## src/mbc3_pkg.sv

```systemverilog
package mbc3_pkg;

   // cartridge geometry
   localparam int ROM_SEL_BITS   = 7;
   localparam int RAM_SEL_COUNT  = 4;
   localparam int RAM_SEL_BITS   = 2;
   localparam int MAP_BITS       = 21;
   localparam int ROM_PAGE_BITS  = 14;
   localparam int RAM_PAGE_BITS  = 13;

   // item commands
   localparam logic [1:0] CMD_WRITE = 2'd0;
   localparam logic [1:0] CMD_READ  = 2'd1;
   localparam logic [1:0] CMD_TICK  = 2'd2;

   // result targets
   localparam logic [2:0] TGT_NONE = 3'd0;
   localparam logic [2:0] TGT_ROM  = 3'd1;
   localparam logic [2:0] TGT_RAM  = 3'd2;
   localparam logic [2:0] TGT_RTC  = 3'd3;
   localparam logic [2:0] TGT_CTRL = 3'd4;

   // bus regions, address bits 15:13
   localparam logic [2:0] RGN_ENABLE  = 3'd0;
   localparam logic [2:0] RGN_ROMBANK = 3'd1;
   localparam logic [2:0] RGN_SELECT  = 3'd2;
   localparam logic [2:0] RGN_LATCH   = 3'd3;
   localparam logic [2:0] RGN_EXTRAM  = 3'd5;

   // data codes decoded on control writes
   localparam logic [3:0] RAM_KEY      = 4'hA;
   localparam logic [7:0] RAM_SEL_LAST = 8'd3;
   localparam logic [7:0] LATCH_ARM    = 8'h00;
   localparam logic [7:0] LATCH_FIRE   = 8'h01;

   // rtc register indexes
   localparam logic [2:0] RTC_SEC     = 3'd0;
   localparam logic [2:0] RTC_MIN     = 3'd1;
   localparam logic [2:0] RTC_HOUR    = 3'd2;
   localparam logic [2:0] RTC_DAY_LO  = 3'd3;
   localparam logic [2:0] RTC_DAY_HI  = 3'd4;
   localparam logic [7:0] RTC_SEL_LO  = 8'h08;
   localparam logic [7:0] RTC_SEL_HI  = 8'h0C;

   typedef struct packed {
      logic       tick;
      logic       reg_write;
      logic [2:0] index;
      logic [7:0] data;
      logic       latch_zero;
      logic       latch_one;
   } rtc_ctl_type;

endpackage

```

## src/mbc3_req_if.sv

```systemverilog
interface mbc3_req_if;
   logic        valid;
   logic        ready;
   logic [1:0]  command;
   logic [15:0] address;
   logic [7:0]  write_data;

   modport source (output valid, command, address, write_data, input ready);
   modport sink (input valid, command, address, write_data, output ready);
endinterface

```

## src/mbc3_rsp_if.sv

```systemverilog
interface mbc3_rsp_if;
   logic        valid;
   logic        ready;
   logic [2:0]  target;
   logic [20:0] mapped_address;
   logic [7:0]  read_data;

   modport source (output valid, target, mapped_address, read_data, input ready);
   modport sink (input valid, target, mapped_address, read_data, output ready);
endinterface

```

## src/mbc3_rtc.sv

```systemverilog
module mbc3_rtc
   import mbc3_pkg::*;
(
   input  logic        clock,
   input  logic        reset,
   input  rtc_ctl_type ctl,
   output logic [7:0]  rd_data
);

   logic [5:0] sec_ff, sec_in;
   logic [5:0] min_ff, min_in;
   logic [4:0] hour_ff, hour_in;
   logic [8:0] day_ff, day_in;
   logic       ovf_ff, ovf_in;
   logic [7:0] hi_byte_ff, hi_byte_in;
   logic       halted_ff, halted_in;
   logic       armed_ff, armed_in;

   always_comb begin
      sec_in     = sec_ff;
      min_in     = min_ff;
      hour_in    = hour_ff;
      day_in     = day_ff;
      ovf_in     = ovf_ff;
      hi_byte_in = hi_byte_ff;
      halted_in  = halted_ff;
      armed_in   = armed_ff;

      if (ctl.tick && !halted_ff) begin
         // cascade: out-of-range counts wrap at width without carry
         if (sec_ff == 6'd59) begin
            sec_in = '0;
            if (min_ff == 6'd59) begin
               min_in = '0;
               if (hour_ff == 5'd23) begin
                  hour_in = '0;
                  if (day_ff == 9'h1FF) begin
                     day_in = '0;
                     ovf_in = 1'b1;
                  end else begin
                     day_in = day_ff + 9'd1;
                  end
               end else begin
                  hour_in = hour_ff + 5'd1;
               end
            end else begin
               min_in = min_ff + 6'd1;
            end
         end else begin
            sec_in = sec_ff + 6'd1;
         end
      end

      if (ctl.reg_write) begin
         case (ctl.index)
            RTC_SEC:    sec_in  = ctl.data[5:0];
            RTC_MIN:    min_in  = ctl.data[5:0];
            RTC_HOUR:   hour_in = ctl.data[4:0];
            RTC_DAY_LO: day_in  = {day_ff[8], ctl.data};
            default: begin
               day_in     = {ctl.data[0], day_ff[7:0]};
               ovf_in     = ctl.data[7];
               hi_byte_in = ctl.data;
            end
         endcase
      end

      if (ctl.latch_zero) begin
         armed_in = 1'b1;
      end else if (ctl.latch_one) begin
         if (armed_ff) begin
            halted_in = !halted_ff;
         end
         armed_in = 1'b0;
      end
   end

   // read reflects state after this item's write
   always_comb begin
      case (ctl.index)
         RTC_SEC:    rd_data = {2'b00, sec_in};
         RTC_MIN:    rd_data = {2'b00, min_in};
         RTC_HOUR:   rd_data = {3'b000, hour_in};
         RTC_DAY_LO: rd_data = day_in[7:0];
         default:    rd_data = {ovf_in, halted_in, hi_byte_in[5:1], day_in[8]};
      endcase
   end

   always_ff @(posedge clock) begin
      if (reset) begin
         sec_ff     <= '0;
         min_ff     <= '0;
         hour_ff    <= '0;
         day_ff     <= '0;
         ovf_ff     <= 1'b0;
         hi_byte_ff <= '0;
         halted_ff  <= 1'b1;
         armed_ff   <= 1'b0;
      end else begin
         sec_ff     <= sec_in;
         min_ff     <= min_in;
         hour_ff    <= hour_in;
         day_ff     <= day_in;
         ovf_ff     <= ovf_in;
         hi_byte_ff <= hi_byte_in;
         halted_ff  <= halted_in;
         armed_ff   <= armed_in;
      end
   end

   // a halted clock ignores ticks
   assert property (@(posedge clock) disable iff (reset)
      (ctl.tick && halted_ff && !ctl.reg_write) |=> $stable(sec_ff))
      else $error("rtc advanced while halted");

   // day overflow only sets through a wrap or a day-high write
   assert property (@(posedge clock) disable iff (reset)
      (!ovf_ff && !ctl.reg_write && !(ctl.tick && day_ff == 9'h1FF)) |=> !ovf_ff)
      else $error("day overflow set unexpectedly");

   // a write of one always disarms the halt toggle
   assert property (@(posedge clock) disable iff (reset)
      ctl.latch_one |=> !armed_ff)
      else $error("halt toggle still armed");

endmodule

```

## src/mbc3_bank_mapper_with_rtc.sv

```systemverilog
// channel | dir | handshake   | payload
// req     | in  | valid/ready | command, address, write_data
// rsp     | out | valid/ready | target, mapped_address, read_data
//
// one item per cycle while the rsp output is not stalled: decode and the rtc counter cascade are
// combinational, and the result lands in the rsp output register at the accept edge
// state (bank selects, enable, rtc counters) updates at that same edge
// req.ready is high while the output register is empty or being drained
// synchronous active-high reset: rom bank 1, clock halted, other state zero; rsp payload is not reset
module mbc3_bank_mapper_with_rtc
   import mbc3_pkg::*;
(
   input  logic        clock,
   input  logic        reset,
   mbc3_req_if.sink    req,
   mbc3_rsp_if.source  rsp
);

   logic                     accept;
   logic                     is_wr, is_rd, is_tick;
   logic [2:0]               region;
   logic                     ext_hit;

   logic [ROM_SEL_BITS-1:0]  rom_sel_ff, rom_sel_in;
   logic [ROM_SEL_BITS-1:0]  rom_pick;
   logic [RAM_SEL_BITS-1:0]  ram_sel_ff, ram_sel_in;
   logic                     rtc_mode_ff, rtc_mode_in;
   logic [2:0]               rtc_index_ff, rtc_index_in;
   logic                     ram_en_ff, ram_en_in;

   rtc_ctl_type              rtc_ctl;
   logic [7:0]               rtc_rd;

   logic                     rsp_valid_ff, rsp_valid_in;
   logic [2:0]               target_ff, target_in;
   logic [MAP_BITS-1:0]      mapped_ff, mapped_in;
   logic [7:0]               rdata_ff, rdata_in;
   logic [MAP_BITS-1:0]      ram_map, rom_map;

   assign req.ready = !rsp_valid_ff || rsp.ready;
   assign accept    = req.valid && req.ready;

   assign is_wr   = accept && (req.command == CMD_WRITE);
   assign is_rd   = accept && (req.command == CMD_READ);
   assign is_tick = accept && (req.command == CMD_TICK);
   assign region  = req.address[15:13];
   // external ram window only answers while enabled
   assign ext_hit = (region == RGN_EXTRAM) && ram_en_ff;

   assign rom_pick = ROM_SEL_BITS'(req.write_data);

   assign ram_map = (MAP_BITS'(ram_sel_ff % RAM_SEL_COUNT) << RAM_PAGE_BITS)
                  + MAP_BITS'(req.address[RAM_PAGE_BITS-1:0]);
   assign rom_map = (MAP_BITS'(rom_sel_ff) << ROM_PAGE_BITS)
                  | MAP_BITS'(req.address[ROM_PAGE_BITS-1:0]);

   // control register writes
   always_comb begin
      rom_sel_in   = rom_sel_ff;
      ram_sel_in   = ram_sel_ff;
      rtc_mode_in  = rtc_mode_ff;
      rtc_index_in = rtc_index_ff;
      ram_en_in    = ram_en_ff;
      if (is_wr) begin
         case (region)
            RGN_ENABLE: ram_en_in = (req.write_data[3:0] == RAM_KEY);
            RGN_ROMBANK: begin
               // bank zero maps to bank one
               rom_sel_in = (rom_pick == '0) ? ROM_SEL_BITS'(1) : rom_pick;
            end
            RGN_SELECT: begin
               if (req.write_data <= RAM_SEL_LAST) begin
                  rtc_mode_in = 1'b0;
                  ram_sel_in  = RAM_SEL_BITS'(req.write_data);
               end else if (req.write_data inside {[RTC_SEL_LO:RTC_SEL_HI]}) begin
                  rtc_mode_in  = 1'b1;
                  rtc_index_in = 3'(req.write_data - RTC_SEL_LO);
               end
            end
            default: ;
         endcase
      end
   end

   // rtc controls for this item
   always_comb begin
      rtc_ctl.tick       = is_tick;
      rtc_ctl.reg_write  = is_wr && ext_hit && rtc_mode_ff;
      rtc_ctl.index      = rtc_index_ff;
      rtc_ctl.data       = req.write_data;
      rtc_ctl.latch_zero = is_wr && (region == RGN_LATCH) && (req.write_data == LATCH_ARM);
      rtc_ctl.latch_one  = is_wr && (region == RGN_LATCH) && (req.write_data == LATCH_FIRE);
   end

   mbc3_rtc u_rtc (
      .clock   (clock),
      .reset   (reset),
      .ctl     (rtc_ctl),
      .rd_data (rtc_rd)
   );

   // result for the accepted item
   always_comb begin
      target_in = TGT_NONE;
      mapped_in = '0;
      rdata_in  = '0;
      if (is_wr) begin
         if (region inside {RGN_ENABLE, RGN_ROMBANK, RGN_SELECT, RGN_LATCH}) begin
            target_in = TGT_CTRL;
         end else if (ext_hit) begin
            if (rtc_mode_ff) begin
               target_in = TGT_RTC;
               rdata_in  = rtc_rd;
            end else begin
               target_in = TGT_RAM;
               mapped_in = ram_map;
            end
         end
      end else if (is_rd) begin
         if (region inside {RGN_ENABLE, RGN_ROMBANK}) begin
            target_in = TGT_ROM;
            mapped_in = MAP_BITS'(req.address);
         end else if (region inside {RGN_SELECT, RGN_LATCH}) begin
            target_in = TGT_ROM;
            mapped_in = rom_map;
         end else if (ext_hit) begin
            if (rtc_mode_ff) begin
               target_in = TGT_RTC;
               rdata_in  = rtc_rd;
            end else begin
               target_in = TGT_RAM;
               mapped_in = ram_map;
            end
         end
      end
   end

   assign rsp_valid_in = accept || (rsp_valid_ff && !rsp.ready);

   always_ff @(posedge clock) begin
      if (reset) begin
         rom_sel_ff   <= ROM_SEL_BITS'(1);
         ram_sel_ff   <= '0;
         rtc_mode_ff  <= 1'b0;
         rtc_index_ff <= RTC_SEC;
         ram_en_ff    <= 1'b0;
         rsp_valid_ff <= 1'b0;
      end else begin
         rom_sel_ff   <= rom_sel_in;
         ram_sel_ff   <= ram_sel_in;
         rtc_mode_ff  <= rtc_mode_in;
         rtc_index_ff <= rtc_index_in;
         ram_en_ff    <= ram_en_in;
         rsp_valid_ff <= rsp_valid_in;
      end
   end

   // output payload, loaded only on accept
   always_ff @(posedge clock) begin
      if (accept) begin
         target_ff <= target_in;
         mapped_ff <= mapped_in;
         rdata_ff  <= rdata_in;
      end
   end

   assign rsp.valid          = rsp_valid_ff;
   assign rsp.target         = target_ff;
   assign rsp.mapped_address = mapped_ff;
   assign rsp.read_data      = rdata_ff;

   assert property (@(posedge clock) disable iff (reset) rom_sel_ff != '0)
      else $error("rom bank select reached zero");

   assert property (@(posedge clock) disable iff (reset)
      (accept && req.command == CMD_TICK) |=> (rsp.valid && rsp.target == TGT_NONE))
      else $error("tick item gave a non-empty result");

   assert property (@(posedge clock) disable iff (reset)
      accept |=> ((rsp.target != TGT_RAM && rsp.target != TGT_RTC) || $past(ram_en_ff)))
      else $error("external ram access while disabled");

   assert property (@(posedge clock) disable iff (reset)
      (rsp.valid && rsp.target != TGT_RTC) |-> (rsp.read_data == 8'd0))
      else $error("read data set outside rtc access");

   assert property (@(posedge clock) disable iff (reset)
      rtc_index_ff <= RTC_DAY_HI)
      else $error("rtc index out of range");

endmodule
```

## src/flat_wrapper.sv

```systemverilog
// flat-port wrapper written by rule: the top's interface ports become plain ports
module mbc3_bank_mapper_with_rtc_flat import mbc3_pkg::*;
  (clock, reset, req_valid, req_command, req_address, req_write_data, req_ready, rsp_valid, rsp_target, rsp_mapped_address, rsp_read_data, rsp_ready);
  mbc3_req_if req_i ();
  mbc3_rsp_if rsp_i ();
  input  logic clock;
  input  logic reset;
  input wire logic [$bits(req_i.valid)-1:0] req_valid;
  input wire logic [$bits(req_i.command)-1:0] req_command;
  input wire logic [$bits(req_i.address)-1:0] req_address;
  input wire logic [$bits(req_i.write_data)-1:0] req_write_data;
  output wire logic [$bits(req_i.ready)-1:0] req_ready;
  output wire logic [$bits(rsp_i.valid)-1:0] rsp_valid;
  output wire logic [$bits(rsp_i.target)-1:0] rsp_target;
  output wire logic [$bits(rsp_i.mapped_address)-1:0] rsp_mapped_address;
  output wire logic [$bits(rsp_i.read_data)-1:0] rsp_read_data;
  input wire logic [$bits(rsp_i.ready)-1:0] rsp_ready;
  assign req_i.valid = req_valid;
  assign req_i.command = req_command;
  assign req_i.address = req_address;
  assign req_i.write_data = req_write_data;
  assign req_ready = req_i.ready;
  assign rsp_valid = rsp_i.valid;
  assign rsp_target = rsp_i.target;
  assign rsp_mapped_address = rsp_i.mapped_address;
  assign rsp_read_data = rsp_i.read_data;
  assign rsp_i.ready = rsp_ready;
  mbc3_bank_mapper_with_rtc u_core (.clock(clock), .reset(reset), .req(req_i), .rsp(rsp_i));
endmodule
```

## config.mk

```make
export PLATFORM = sky130hd
export DESIGN_NAME = mbc3_bank_mapper_with_rtc_flat
export DESIGN_NICKNAME = d
export VERILOG_FILES = /design/src/mbc3_pkg.sv /design/src/mbc3_req_if.sv /design/src/mbc3_rsp_if.sv /design/src/mbc3_rtc.sv /design/src/mbc3_bank_mapper_with_rtc.sv /design/src/flat_wrapper.sv
export SDC_FILE = /design/constraint.sdc
export NUM_CORES = 1
export LEC_CHECK = 0
export ABC_AREA = 1
export BUFFER_PORTS_ARGS = -buffer_cell sky130_fd_sc_hd__buf_2
export CORE_MARGIN = 2
export CORE_UTILIZATION = 58
export CTS_CLUSTER_DIAMETER = 50
export DETAILED_ROUTE_END_ITERATION = 16
export MAX_ROUTING_LAYER = met4
export PLACE_DENSITY = 0.84
export SYNTH_ARGS = -nofsm -noshare
export SYNTH_HDL_FRONTEND = slang
export SYNTH_SLANG_ARGS = --single-unit
```

## constraint.sdc

```tcl
create_clock -name clock -period 3.2 [get_ports clock]
set_input_delay 0.64 -clock clock [delete_from_list [all_inputs] [get_ports clock]]
set_output_delay 0.64 -clock clock [all_outputs]
set_load 0.01 [all_outputs]
```

# Word-level counts from Yosys, hierarchy flattened
# Index checks and enable logic that the tools add are counted.
[totals]
reg_bits = 82
out_inout_bits = 34
inputBits = 30
[classes]
mux = 61
add_sub_neg = 6
bitwise_logic = 3
eq_ne = 15
reduce_logical = 36
n_lt_le_gt_ge = 3
[op_table]
columns = ["op", "n"]
rows = [
  ["two-way mux 21 bit", 7],
  ["two-way mux 6 bit", 11],
  ["two-way mux 8 bit", 7],
  ["two-way mux 9 bit", 6],
  ["one-hot mux 8 bit (4 select lines)", 1],
  ["two-way mux 5 bit", 6],
  ["OR 21 x 14 -> 21 bit", 1],
  ["two-way mux 3 bit", 6],
  ["one-hot mux 9 bit (2 select lines)", 1],
  ["adder 15 x 13 -> 16 bit", 1],
  ["two-way mux 1 bit", 15],
  ["logical AND 1 bit", 13],
  ["adder 6 x 1 -> 6 bit, second input constant", 2],
  ["== test 3 x 2 -> 1 bit, second input constant", 4],
  ["== test 6 bit, second input constant", 2],
  ["adder 9 x 1 -> 9 bit, second input constant", 1],
  ["== test 9 bit, second input constant", 1],
  ["== test 8 x 1 -> 1 bit, second input constant", 1],
  [">= comparator 8 x 4 -> 1 bit, second input constant", 1],
  ["<= comparator 8 x 2 -> 1 bit, second input constant", 1],
  ["<= comparator 8 x 4 -> 1 bit, second input constant", 1],
  ["zero test 8 bit", 1],
  ["nonzero test 2 bit", 4],
  ["zero test 7 bit", 1],
  ["other kinds (20)", 29],
]

# Logic depth before layout (Yosys ltp)
# Gate-level depths: netlist of the first run.
[depth]
word_depth = 15
mapped_depth = 14
mapped_depth_nobuf = 14

# Modules after synthesis
# From an unflattened synthesis of the first run, not the netlist that was laid out.
[unflattened]
hier_cells = 626
hier_area_um2 = 4738.3
[modules_own_cells]
columns = ["module", "cells_per_inst", "area_each_um2", "seq_area_each_um2", "n_inst"]
rows = [
  ["mbc3_rtc", 412, 2536.2, 680.7, 1],
  ["mbc3_bank_mapper_with_rtc", 214, 2202.1, 1261.2, 1],
]

# Worst setup path before layout of the first run
# Ideal clock, no wire load.
[synth_path]
kind = "input -> register"
from = "in rsp_ready"
to = "reg u_core.rdata_ff[3] (netlist: u_core.rsp.read_data[3]) (data pin)"
slack_ns = 0.578
arrival_time_ns = 2.371
required_time_ns = 2.948
n_path_buf = 0
path_stages = 13
path_cell_list = "inv_1 a21oi_4 nand2_2 nor2_8 nand2_4 inv_4 nand2_4 nand3_1 nand2_1 nand2_1 nor2_1 nor2_1 nor2_1"
[synth_via]
elab_chain_len = 14
elab_cells_between_ends = 29
cone_classes = "mux: 21; reduce/logical: 8"
[synth_lines]
columns = ["item", "line", "text"]
rows = [
  ["start: declaration", "flat_wrapper.sv:17", "input wire logic [$bits(rsp_i.ready)-1:0] rsp_ready;"],
  ["logical OR 1 bit *", "mbc3_bank_mapper_with_rtc.sv:40", "assign req.ready = !rsp_valid_ff || rsp.ready;"],
  ["logical AND 1 bit *", "mbc3_bank_mapper_with_rtc.sv:41", "assign accept = req.valid && req.ready;"],
  ["logical AND 1 bit", "mbc3_bank_mapper_with_rtc.sv:45", "assign is_tick = accept && (req.command == CMD_TICK);"],
  ["logical AND 1 bit", "mbc3_rtc.sv:29", "if (ctl.tick && !halted_ff) begin"],
  ["two-way mux 9 bit, or another cell as far along", "mbc3_rtc.sv:29", ""],
  ["one-hot mux 9 bit (2 select lines), or another cell as far along", "mbc3_rtc.sv:55", "case (ctl.index)"],
  ["two-way mux 9 bit, or another cell as far along", "mbc3_rtc.sv:54", "if (ctl.reg_write) begin"],
  ["one-hot mux 8 bit (4 select lines)", "mbc3_rtc.sv:80", "case (ctl.index)"],
  ["two-way mux 8 bit", "mbc3_bank_mapper_with_rtc.sv:111, mbc3_bank_mapper_with_rtc.sv:127", ""],
  ["two-way mux 8 bit", "mbc3_bank_mapper_with_rtc.sv:110, mbc3_bank_mapper_with_rtc.sv:126", ""],
  ["two-way mux 8 bit", "mbc3_bank_mapper_with_rtc.sv:123", "end else if (region inside {RGN_SELECT, RGN_LATCH}) begin"],
  ["two-way mux 8 bit", "mbc3_bank_mapper_with_rtc.sv:120", "if (region inside {RGN_ENABLE, RGN_ROMBANK}) begin"],
  ["two-way mux 8 bit", "mbc3_bank_mapper_with_rtc.sv:119", "end else if (is_rd) begin"],
  ["two-way mux 8 bit *", "mbc3_bank_mapper_with_rtc.sv:107", "if (is_wr) begin"],
  ["named net u_core.rdata_in[3]", "mbc3_bank_mapper_with_rtc.sv:37", "logic [7:0] rdata_ff, rdata_in;"],
  ["end signal: assignment", "mbc3_bank_mapper_with_rtc.sv:163", "rdata_ff <= rdata_in;"],
  ["end: declaration", "mbc3_bank_mapper_with_rtc.sv:37", ""],
]
# Mark *: on every way through the listed nets, which the timed path passes. The rest lies on a longest branch.
# A chain may end at the register's enable or synchronous reset.

# Worst setup path after layout of the first run
[layout_path]
from = "in rsp_ready"
to = "reg u_core.rdata_ff[4] (netlist: u_core.rsp.read_data[4]) (data pin)"
# Same word-level chain as after synthesis.

==> results of run 1 <==
-- cell families (layout without fill, tap and decap cells) --
kind of cell | after synthesis | in the layout | share of synthesized area (%)
simple gates | 337 | 337 | 34.2
buf+inv | 109 | 178 | 9.46
flops | 81 | 81 | 43.6
compound gates | 80 | 80 | 10.6
fa+ha+maj | 5 | 5 | 1.40
xor+xnor | 4 | 4 | 0.786
-- synth_stat cells, drive strengths merged (2+ instances only) --
library cell  count  area share [%]
nand3            54             6.6
nand4             8             1.1
xor2              4            0.79
o211ai            3            0.51
nor3             11             1.7
nand2           168              15
a21oi            29             3.5
o21bai            3            0.51
buf               4            0.56
nor2             91             9.2
o21ai            30             3.4
ha                5             1.4
nand3b            2            0.34
inv              97             8.2
o22ai             8             1.1
edfxtp           32              22
dfxtp            49              22
clkbuf            8            0.67
-- flip-flops by register name, summed over array words and instances (netlist names), 2 cells and up --
signal                     count
u_core.ram_sel_ff              2
u_core.rom_sel_ff              7
u_core.rsp.mapped_address     21
u_core.rsp.read_data           8
u_core.rsp.target              3
u_core.rtc_index_ff            3
u_core.u_rtc.day_ff            9
u_core.u_rtc.hi_byte_ff        5
u_core.u_rtc.hour_ff           5
u_core.u_rtc.min_ff            6
u_core.u_rtc.sec_ff            6
-- worst max path at each step --
stage                                    to
floorplan           u_core.rsp.read_data[3]
global placement    u_core.rsp.read_data[4]
detailed placement  u_core.rsp.read_data[4]
CTS                 u_core.rsp.read_data[4]
global route        u_core.rsp.read_data[4]
finish              u_core.rsp.read_data[4]
-- worst min-delay path: stages, from the launching register on --
cell	delay, ns
dfxtp_1	0.33
inv_1	0.05
a21oi_1	0.05
-- layout make-up --
cell class              instances  share of cell area, %
inverters                      97                   7.21
clock inverters                 7                   2.09
flip-flops and latches         81                   38.2
repair buffers                 65                   6.50
well taps                      99                   2.44
multi-input cells             426                   41.1
clock buffers                   9                   2.44
-- per-layer routing --
layer	vias up	wire [um]	share of wire, %	track usage (%)
met1	2070	5080	41	37.3
li1	2112	-	-	-
met3	38	810	6.6	4.35
met5	-	0	0	-
met4	0	399	3.3	14.3
met2	215	5960	49	51.6
-- metrics by stage --
stage	setup WS [ns]	instances	total power, mW	cell area [um^2]
6_report	0.875	784	2.11	5080
5_1_grt	0.682	784	2.16	5080
4_1_cts	0.952	784	2.10	5080
3_5_place_dp	0.554	768	1.25	4850
3_3_place_gp	0.606	768	1.25	4850
2_1_floorplan	0.578	616	1.18	4460
-- power breakdown --
group | internal [mW] | total, mW | switching (mW)
sequential | 1.09 | 1.10 | 0.00672
combinational | 0.0380 | 0.128 | 0.0897
clock | 0.455 | 0.878 | 0.424
total | 1.59 | 2.11 | 0.520
==> run_results.csv, run 1 <==
group,metric,value,unit
critical_path,r2r_cells,12,
timing,timing.setup.tns,0,ns
cells_and_area,area_delta_synth_final,14.1,%
drt,wl_per_cell,15.6,um
placement,gp_congestion,1.00,
timing,grt_setup_unrepaired,"false",
cells_and_area,final_core_util,69.4,%
synth,synth_async_sr_flop_share,0,%
cells_and_area,diodes,0,
critical_path,cp_slowest_stage_delay,0.46,ns
critical_path,startpoint,"rsp_ready",
timing,max_freq,0.430,GHz
grt,grt_pass1_vias,4160,
critical_path,rr_startpoint,"u_core.rsp.valid",
drt,avgViaCountPerCell,5.66,
placement,dpl.hpwl,8.86,mm
critical_path,crit_family,"simple AND/OR/NAND/NOR gates",
grt,overflow,0,
job,cap_violations,0,
cells_and_area,regArea,1940,um^2
die,die_y,91.6,um
clock_network,numCtsBuffers,9,
critical_path,worst-path-max-fanout,13,
synth,ys.flop_type,"dfxtp_1",
synth,ys_ff_latch,81,
timing,setup_viol,0,
critical_path,path_depth,14,
synth,synthesis.area,4460,um^2
drt,ant_nets,0,
timing,maxSlewViolCount,0,
timing,slew_headroom,61.6,%
die,die-area,8400,um^2
grt,grt_pass1_wl,20.0,mm
synth,syn_avg_cell_area,7.23,um^2
cells_and_area,drive_gt1_share,17.5,%
timing,period_share,72.7,%
synth,syn_nets,651,
cells_and_area,fill_cells,617,
critical_path,cpMaxStageDelayCell,"nor2_2",
grt,grt_max_degree,38,
critical_path,reg2reg_setup_slack,0.91,ns
clock_network,ctsHoldBuffers,0,
synth,synthCells,616,
critical_path,arrival,2.47,ns
grt,grt_usage,31.0,%
synth,yosysWarnings,0,
worst_hold_path,min_path_type,"flop to flop",
drt,drtIter0Drc,327,
die,rows,31,
pwr,p_per_area,414,nW/um^2
die,core-area,7330,um^2
grt,grt_antenna_before_repair,0,
clock_network,htree_num_levels,3,
worst_hold_path,hold_end,"u_core.ram_sel_ff[1]",
drt,dr.pass1.iters,5,
timing,fin_skew,0.0150,ns
synth,synth_cell_types,41,
critical_path,path_cells,"buf_2 -> inv_1 -> nand2_2 -> nand2_1 -> nor2_2 -> nand2_1 -> nand2_1 -> o21ai_1 -> nand2_1 -> nand2_1 -> nor2_1 -> nand3_1 -> nand2_1 -> inv_1",
timing,layout_min_cycle_time,2.33,ns
clock_network,post_cts_resized,0,
clock_network,clk-insertion-delay-late,0.37,ns
clock_network,post-cts-setup-buffer-count,0,
worst_hold_path,min_from,"u_core.ram_sel_ff[1]",
die,die_w,91.6,um
run_status,status,"finished clean",
cells_and_area,final_common_cell,"nand2_1",
clock_network,clock_sinks,81,
clock_network,clkTransAtPathRegs,0.10,ns
critical_path,crit_type,"primary input to flop",
cells_and_area,multi_input_area,2090,um^2
cells_and_area,mostFrequentLayoutCells,"nand2_1, inv_1, nor2_1, buf_2, nand3_1",
clock_network,cts_buffer_depth,2,
critical_path,r2r_end,"u_core.rsp.read_data[4]",
clock_network,cts_tree,"yes",
timing,tightest_slew,0.576,ns
critical_path,required,3.34,ns
worst_hold_path,whs_path_depth,2,
die,start_util,60.8,%
pwr,p_leak,2.33,nW
drt,wl,12.2,mm
drt,drcViolationCount,0,
critical_path,start_kind,"primary input",
pwr,max-vdd-ir-drop,275,uV
timing,holdWs,0.465,ns
drt,vias,4435,
synth,ys_seq_area_share,43.6,%
clock_network,cts-root-buf,"clkbuf_8",
die,ios,64,
critical_path,cp_num_buf_inv,3,
critical_path,cp-end-kind,"flop",
synth,synth-edff-count,32,
cells_and_area,num-nets-final,715,
critical_path,cpMostUsedCell,"nand2_1",
timing,finalHoldViolCount,0,
placement,port_buffers,63,
(Power assumes the default switching activity.)
==> run 2: changes to the inputs <==
--- a/config.mk
+++ b/config.mk
@@ -8,11 +8,11 @@
 export ABC_AREA = 1
 export BUFFER_PORTS_ARGS = -buffer_cell sky130_fd_sc_hd__buf_2
 export CORE_MARGIN = 2
-export CORE_UTILIZATION = 58
+export CORE_UTILIZATION = 52
 export CTS_CLUSTER_DIAMETER = 50
 export DETAILED_ROUTE_END_ITERATION = 16
 export MAX_ROUTING_LAYER = met4
-export PLACE_DENSITY = 0.84
+export PLACE_DENSITY = 0.79
 export SYNTH_ARGS = -nofsm -noshare
 export SYNTH_HDL_FRONTEND = slang
 export SYNTH_SLANG_ARGS = --single-unit
==> constraint.sdc (replaced) <==
create_clock -name clock -period 2.1 [get_ports clock]
set_input_delay 0.42 -clock clock [delete_from_list [all_inputs] [get_ports clock]]
set_output_delay 0.42 -clock clock [all_outputs]
set_load 0.01 [all_outputs]
==> run 2 against run 1 <==
  * Worst hold slack worse by 0.16 ns
  * Sequential cell count stayed put
  * Largest cell class unchanged
  * Sequential share of layout area is 4.6 points lower
  * Power is 54% higher
  * Clock power is 54% higher
  * Die area is 11% higher
  * Combinational power is 68% higher
  * Cell count is 9.7% higher
  * Clock skew is 0.0046 ns lower
  * Register-to-register slack worse by 0.81 ns
  * Critical path depth is 2 lower
  * Global-route usage is 0.84 points lower
==> run_results.csv, run 2 (synthesis gave the netlist of run 1 again) <==
group,metric,value,unit
die,die_w,96.6,um
grt,grt_pass1_wl,20.7,mm
timing,slew_headroom,66.8,%
worst_hold_path,whs_path_depth,3,
drt,drcViolationCount,0,
timing,setup_viol,0,
cells_and_area,mostFrequentLayoutCells,"nand2_1, inv_1, nor2_1, buf_4, buf_2",
grt,overflow,0,
die,start_util,54.0,%
timing,layout_min_cycle_time,2.00,ns
critical_path,cp_slowest_stage_delay,0.36,ns
drt,wl_per_cell,15.7,um
placement,dpl.hpwl,9.82,mm
critical_path,r2r_cells,12,
clock_network,ctsHoldBuffers,0,
grt,grt_max_degree,33,
clock_network,cts-root-buf,"clkbuf_8",
critical_path,cp-end-kind,"flop",
pwr,post-layout-total-power,3.24,mW
clock_network,cts_tree,"yes",
critical_path,path_depth,12,
critical_path,required,2.23,ns
drt,vias,4650,
grt,grt_usage,30.1,%
cells_and_area,multi_input_area,2240,um^2
critical_path,crit_type,"flop to flop",
drt,dr.pass1.iters,6,
die,die_y,96.6,um
drt,avgViaCountPerCell,5.41,
drt,wl,13.5,mm
die,die-area,9320,um^2
critical_path,crit_family,"simple AND/OR/NAND/NOR gates",
job,cap_violations,0,
critical_path,cpMaxStageDelayCell,"dfxtp_2",
timing,holdWs,0.307,ns
die,ios,64,
clock_network,numCtsBuffers,9,
grt,grt_antenna_before_repair,0,
timing,maxSlewViolCount,0,
cells_and_area,diodes,0,
cells_and_area,final_common_cell,"nand2_1",
placement,gp_congestion,0.959,
cells_and_area,final_core_util,70.3,%
timing,max_freq,0.500,GHz
pwr,p_leak,2.71,nW
clock_network,clkTransAtPathRegs,0.09,ns
worst_hold_path,min_path_type,"primary input to flop",
die,rows,33,
die,core-area,8260,um^2
timing,finalHoldViolCount,0,
grt,grt_pass1_vias,4382,
cells_and_area,area_delta_synth_final,30.3,%
cells_and_area,largest_reg_flops,21,
cells_and_area,num-nets-final,785,
critical_path,path_cells,"ha_4 -> nand2_2 -> nor2_2 -> nand2_2 -> nor2_4 -> buf_6 -> nand2_4 -> nand2_1 -> nand3_1 -> nand2_1 -> nor2_1 -> o21a_1",
timing,fin_skew,0.0104,ns
run_status,status,"finished clean",
placement,port_buffers,63,
critical_path,worst-path-max-fanout,5,
clock_network,clock_sinks,81,
clock_network,htree_num_levels,3,
clock_network,cts_buffer_depth,2,
cells_and_area,regArea,1950,um^2
pwr,p_per_area,559,nW/um^2
timing,tightest_slew,0.497,ns
cells_and_area,drive_gt1_share,29.8,%
timing,period_share,95.3,%
critical_path,start_kind,"flop",
critical_path,arrival,2.13,ns
drt,ant_nets,0,
critical_path,cp_num_buf_inv,1,
cells_and_area,fill_cells,672,
timing,timing.setup.tns,0,ns
pwr,max-vdd-ir-drop,301,uV
clock_network,clk-insertion-delay-late,0.37,ns
drt,drtIter0Drc,353,
## run 2: metal layers
metal | global-route usage (%) | up-vias | part of all wire (%)
met4 | 10.8 | 0 | 2.3
met3 | 4.97 | 31 | 7.8
met1 | 36.1 | 2144 | 40
li1 | - | 2260 | -
met5 | - | - | 0
met2 | 51.3 | 215 | 50
## run 2: layout make-up
class | count | area share, %
clock buffer | 9 | 2.13
clock inverter | 7 | 1.83
sequential | 81 | 33.6
inverter | 97 | 6.53
timing repair buffer | 134 | 15.0
multi-input combinational | 427 | 38.6
tap | 105 | 2.26
## run 2: path summary, 6_finish.rpt
path / slack (ns) / from / endpoint
min reg2reg: 0.46 / u_core.ram_sel_ff[0] / u_core.ram_sel_ff[0]
max reg2reg: 0.1 / u_core.u_rtc.min_ff[1] / u_core.rsp.read_data[1]
min: 0.31 / req_address[9] / u_core.rsp.mapped_address[9]
max: 0.1 / u_core.u_rtc.min_ff[1] / u_core.rsp.read_data[1]
## run 2: worst register-to-register path, cell delays in order (launching register included)
cell and delay, ns:
dfxtp_2 0.36, ha_4 0.14, nand2_2 0.05, nor2_2 0.18, nand2_2 0.13, nor2_4 0.26, buf_6 0.15, nand2_4 0.06
nand2_1 0.07, nand3_1 0.06, nand2_1 0.11, nor2_1 0.06, o21a_1 0.16
## run 2: where the power goes
part	switching (mW)	internal [mW]	total, mW
Combinational	0.144	0.0718	0.215
Clock	0.658	0.693	1.35
Sequential	0.0111	1.67	1.68
Total	0.813	2.43	3.24
## run 2: metrics by stage
stage | cell area, um^2 | setup slack [ns] | std cells
CTS | 5600 | 0.00450 | 851
finish | 5810 | 0.0992 | 860
floorplan | 4480 | -0.162 | 616
global route | 5810 | -0.0253 | 860
global placement | 5360 | -0.0385 | 835
detailed placement | 5360 | -0.102 | 835
## run 2: repair_timing
action / in CTS / in global routing
setup buffers: 0 / 8
gates resized for setup: 2 / 40
pin swaps: 0 / 16
endpoints found under the setup margin: 2 / 11
gates cloned: 0 / 1
==> run 3: changes to the inputs <==
--- a/config.mk
+++ b/config.mk
@@ -5,7 +5,7 @@
 export SDC_FILE = /design/constraint.sdc
 export NUM_CORES = 1
 export LEC_CHECK = 0
-export ABC_AREA = 1
+export ABC_AREA = 0
 export BUFFER_PORTS_ARGS = -buffer_cell sky130_fd_sc_hd__buf_2
 export CORE_MARGIN = 2
 export CORE_UTILIZATION = 52
==> run 3 against run 2 <==
  * The flow now finishes with violations (negative setup slack)
  * Critical path type unchanged
  * Setup slack worse by 0.33 ns
  * Power is 4.8% lower
  * Critical path depth is 1 lower
  * Via count is 4.4% higher
  * Fmax is 14% lower
  * Non-clock buffer count is 52 higher
  * First-iteration DRC count is 33% higher
  * Clock skew is 0.0091 ns higher
  * Sequential share of layout area is 2.8 points lower
  * Combinational power is 14% higher
  * Largest power group unchanged
  * Clock-buffer cell count stayed put
==> run_results.csv, run 3 <==
group,metric,value,unit
synth,synth_cell_types,78,
die,rows,34,
drt,dr.pass1.iters,5,
critical_path,r2r_end,"u_core.rsp.read_data[2]",
die,die_w,97.8,um
synth,synthCells,507,
critical_path,arrival,2.42,ns
clock_network,cts-root-buf,"clkbuf_8",
synth,synth_top_family_by_area,"simple AND/OR/NAND/NOR gates",
synth,synth_commonest_cells,"nor2_1, dfxtp_1, nand2_1, edfxtp_1, a21oi_1",
critical_path,worst-path-max-fanout,4,
clock_network,clock_sinks,81,
synth,synthesis.area,4580,um^2
pwr,power.share.clock,37.8,%
run_status,violations,"negative setup slack",
pwr,p_comb_share,8.0,%
drt,wl_met3,1.48,mm
worst_hold_path,hold_end,"u_core.rsp.mapped_address[1]",
die,die-area,9570,um^2
synth,synthSimpleGateAreaFrac,27.1,%
cells_and_area,num-nets-final,705,
cells_and_area,multi_input_area,2710,um^2
timing,tightest_slew,0.505,ns
clock_network,clk-insertion-delay-late,0.38,ns
placement,gp_congestion,0.942,
synth,yosys-mux-area-fraction,5.47,%
grt,grt_usage,32.2,%
drt,drcViolationCount,0,
timing,setup_slack,-0.226,ns
synth,ys.flop_type,"dfxtp_1",
timing,timing.setup.tns,-1.69,ns
clock_network,numCtsBuffers,9,
clock_network,htree_num_levels,3,
synth,synth_async_sr_flop_share,0,%
grt,grt_pass1_wl,23.9,mm
pwr,p_sw,0.864,mW
timing,period_share,111,%
critical_path,start_kind,"flop",
drt,wl,15.2,mm
grt,grt_antenna_before_repair,0,
pwr,max-vdd-ir-drop,275,uV
synth,synth_top_area_share,21.4,%
drt,vias,4856,
synth,synth-compound-area-share,18.8,%
critical_path,cp_slowest_stage_delay,0.37,ns
synth,synth_xor_xnor_area_share,0.383,%
grt,grt_max_degree,33,
cells_and_area,drive_gt1_share,39.3,%
clock_network,cts_tree,"yes",
critical_path,cp-end-kind,"flop",
critical_path,path_cells,"ha_4 -> and3_4 -> and3_4 -> and3_4 -> ha_4 -> buf_8 -> buf_6 -> nor2_4 -> o21a_4 -> o31ai_4 -> a31oi_1",
cells_and_area,fill_cells,635,
cells_and_area,area_delta_synth_final,38.3,%
grt,grt_pass1_vias,4706,
critical_path,crit_type,"flop to flop",
clock_network,ctsHoldBuffers,0,
critical_path,rr_startpoint,"u_core.u_rtc.day_ff[0]",
run_status,status,"finished with violations",
worst_hold_path,min_path_type,"primary input to flop",
die,ios,64,
timing,maxSlewViolCount,0,
cells_and_area,largest_reg_flops,21,
cells_and_area,mostFrequentLayoutCells,"buf_4, buf_2, nor2_1, dfxtp_1",
drt,ant_nets,0,
cells_and_area,final_common_cell,"buf_4",
synth,ys_seq_area_share,42.4,%
drt,met2_length,7.08,mm
timing,setup_viol,14,
die,die_y,97.8,um
synth,yosysWarnings,0,
worst_hold_path,min_from,"req_address[1]",
die,start_util,53.0,%
placement,dpl.hpwl,10.8,mm
drt,drtIter0Drc,468,
pwr,switching_share,28.0,%
clock_network,clkTransAtPathRegs,0.11,ns
drt,avgViaCountPerCell,6.20,
synth,synth_area_leader_cell,"dfxtp_1",
synth,ys_ff_latch,81,
pwr,p_leak,2.66,nW
drt,wl_per_cell,19.4,um
synth,synth-edff-count,32,
cells_and_area,stdcell_count,783,
timing,slew_headroom,66.1,%
synth,yosysMostFrequentCell,"nor2_1",
critical_path,cpMaxStageDelayCell,"dfxtp_2",
placement,dp_cells,748,
timing,layout_min_cycle_time,2.33,ns
cells_and_area,diodes,0,
timing,max_freq,0.430,GHz
drt,drt-met1-wl,5.96,mm
synth,synth.area.top_cells,"dfxtp_1, edfxtp_1, mux2i_1, nor2_1, and2_1",
critical_path,reg2reg_setup_slack,-0.23,ns
cells_and_area,regArea,1950,um^2
synth,syn_nets,542,
critical_path,cpMostUsedCell,"and3_4",
drt,top_layer_used,"met4",
clock_network,cts_buffer_depth,2,
placement,port_buffers,63,
timing,grt_setup_unrepaired,"true",
synth,synth_fa_ha_area_share,1.37,%
die,core-area,8640,um^2
synth,syn_avg_cell_area,9.03,um^2
pwr,power_frac_seq,54.3,%
timing,finalHoldViolCount,0,
grt,overflow,0,
job,cap_violations,0,
pwr,p_per_area,488,nW/um^2
worst_hold_path,whs_path_depth,2,
timing,fin_skew,0.0195,ns
pwr,p_int,2.22,mW
critical_path,required,2.19,ns
critical_path,r2r_cells,11,
[run 3: cell types whose count changed after synthesis, sizes merged, moves of 25 or more]
| cell | before | now |
|---|---|---|
| nand2 | 168 | 35 |
| inv | 97 | 14 |
| nand3 | 54 | 20 |
| nor2 | 91 | 62 |
| and2 | 1 | 27 |
| mux2i | 0 | 25 |
[run 3: timing repair]
action / CTS / global route
buffers inserted: 10 / 8
pin swaps: 28 / 16
setup endpoints to repair: 14 / 16
cloned: 0 / 1
gates resized for setup: 28 / 33
[run 3: how the worst max path moves through the flow]
stage	start	cells after the start	end	slack [ns]
3_5_place_dp	req_command[0]	7	u_core.rsp.read_data[1]	-0.32
2_1_floorplan	u_core.u_rtc.day_ff[1]	10	u_core.rsp.read_data[5]	-0.19
6_report	u_core.u_rtc.day_ff[0]	11	u_core.rsp.read_data[2]	-0.23
3_3_place_gp	u_core.u_rtc.day_ff[1]	11	u_core.rsp.read_data[6]	-0.34
4_1_cts	u_core.u_rtc.day_ff[1]	11	u_core.rsp.read_data[6]	-0.29
5_1_grt	u_core.u_rtc.day_ff[0]	10	u_core.rsp.read_data[5]	-0.34
[run 3: cell type report]
type / instances / share of cell area (%)
multi-input cells: 378 / 42.8
flip-flops and latches: 81 / 30.8
repair buffers: 186 / 20.4
well taps: 108 / 2.13
clock buffers: 9 / 1.96
clock inverters: 7 / 1.11
inverters: 14 / 0.870
[run 3: per-layer routing]
layer  GRT usage, %  vias up
li1               -     2211
met1           40.1     2286
met2           50.3      299
met3           5.15       60
met4           17.3        0
met5              -        -
[run 3: kinds of logic (layout without fill, tap and decap cells)]
group | count (synthesis) | in the layout
AO/OA/AOI/OAI | 128 | 128
XOR/XNOR | 2 | 2
adder cells (fa/ha/maj) | 5 | 5
buffers and inverters | 49 | 216
flip-flops | 81 | 81
multiplexers | 25 | 25
AND/OR/NAND/NOR | 217 | 218
[run 3: power groups by stage]
stage	clock (mW)	combinational, mW	sequential (mW)
2_1_floorplan	0	0.0838	1.73
3_3_place_gp	0	0.230	1.71
3_5_place_dp	0	0.235	1.71
4_1_cts	1.17	0.236	1.68
5_1_grt	1.25	0.260	1.68
6_report	1.17	0.246	1.68
[run 3: per-stage QoR]
step                hold WS [ns]  cell area, um^2  setup slack [ns]  power (mW)  utilization, %
finish                     0.316             6330            -0.226        3.09            73.3
global route               0.315             6330            -0.341        3.19            73.3
CTS                        0.320             6100            -0.295        3.08            70.7
detailed placement         0.448             5730            -0.321        1.95            66.4
global placement           0.442             5730            -0.335        1.94            66.4
floorplan                  0.432             4650            -0.191        1.82               -
[run 3: worst max-delay path, delay by kind of cell (launching register included)]
family | cells | cell delay [ns]
adder cells (fa/ha/maj) | 2 | 0.29
flip-flops | 1 | 0.37
AO/OA/AOI/OAI | 3 | 0.57
buffers and inverters | 2 | 0.24
AND/OR/NAND/NOR | 4 | 0.58
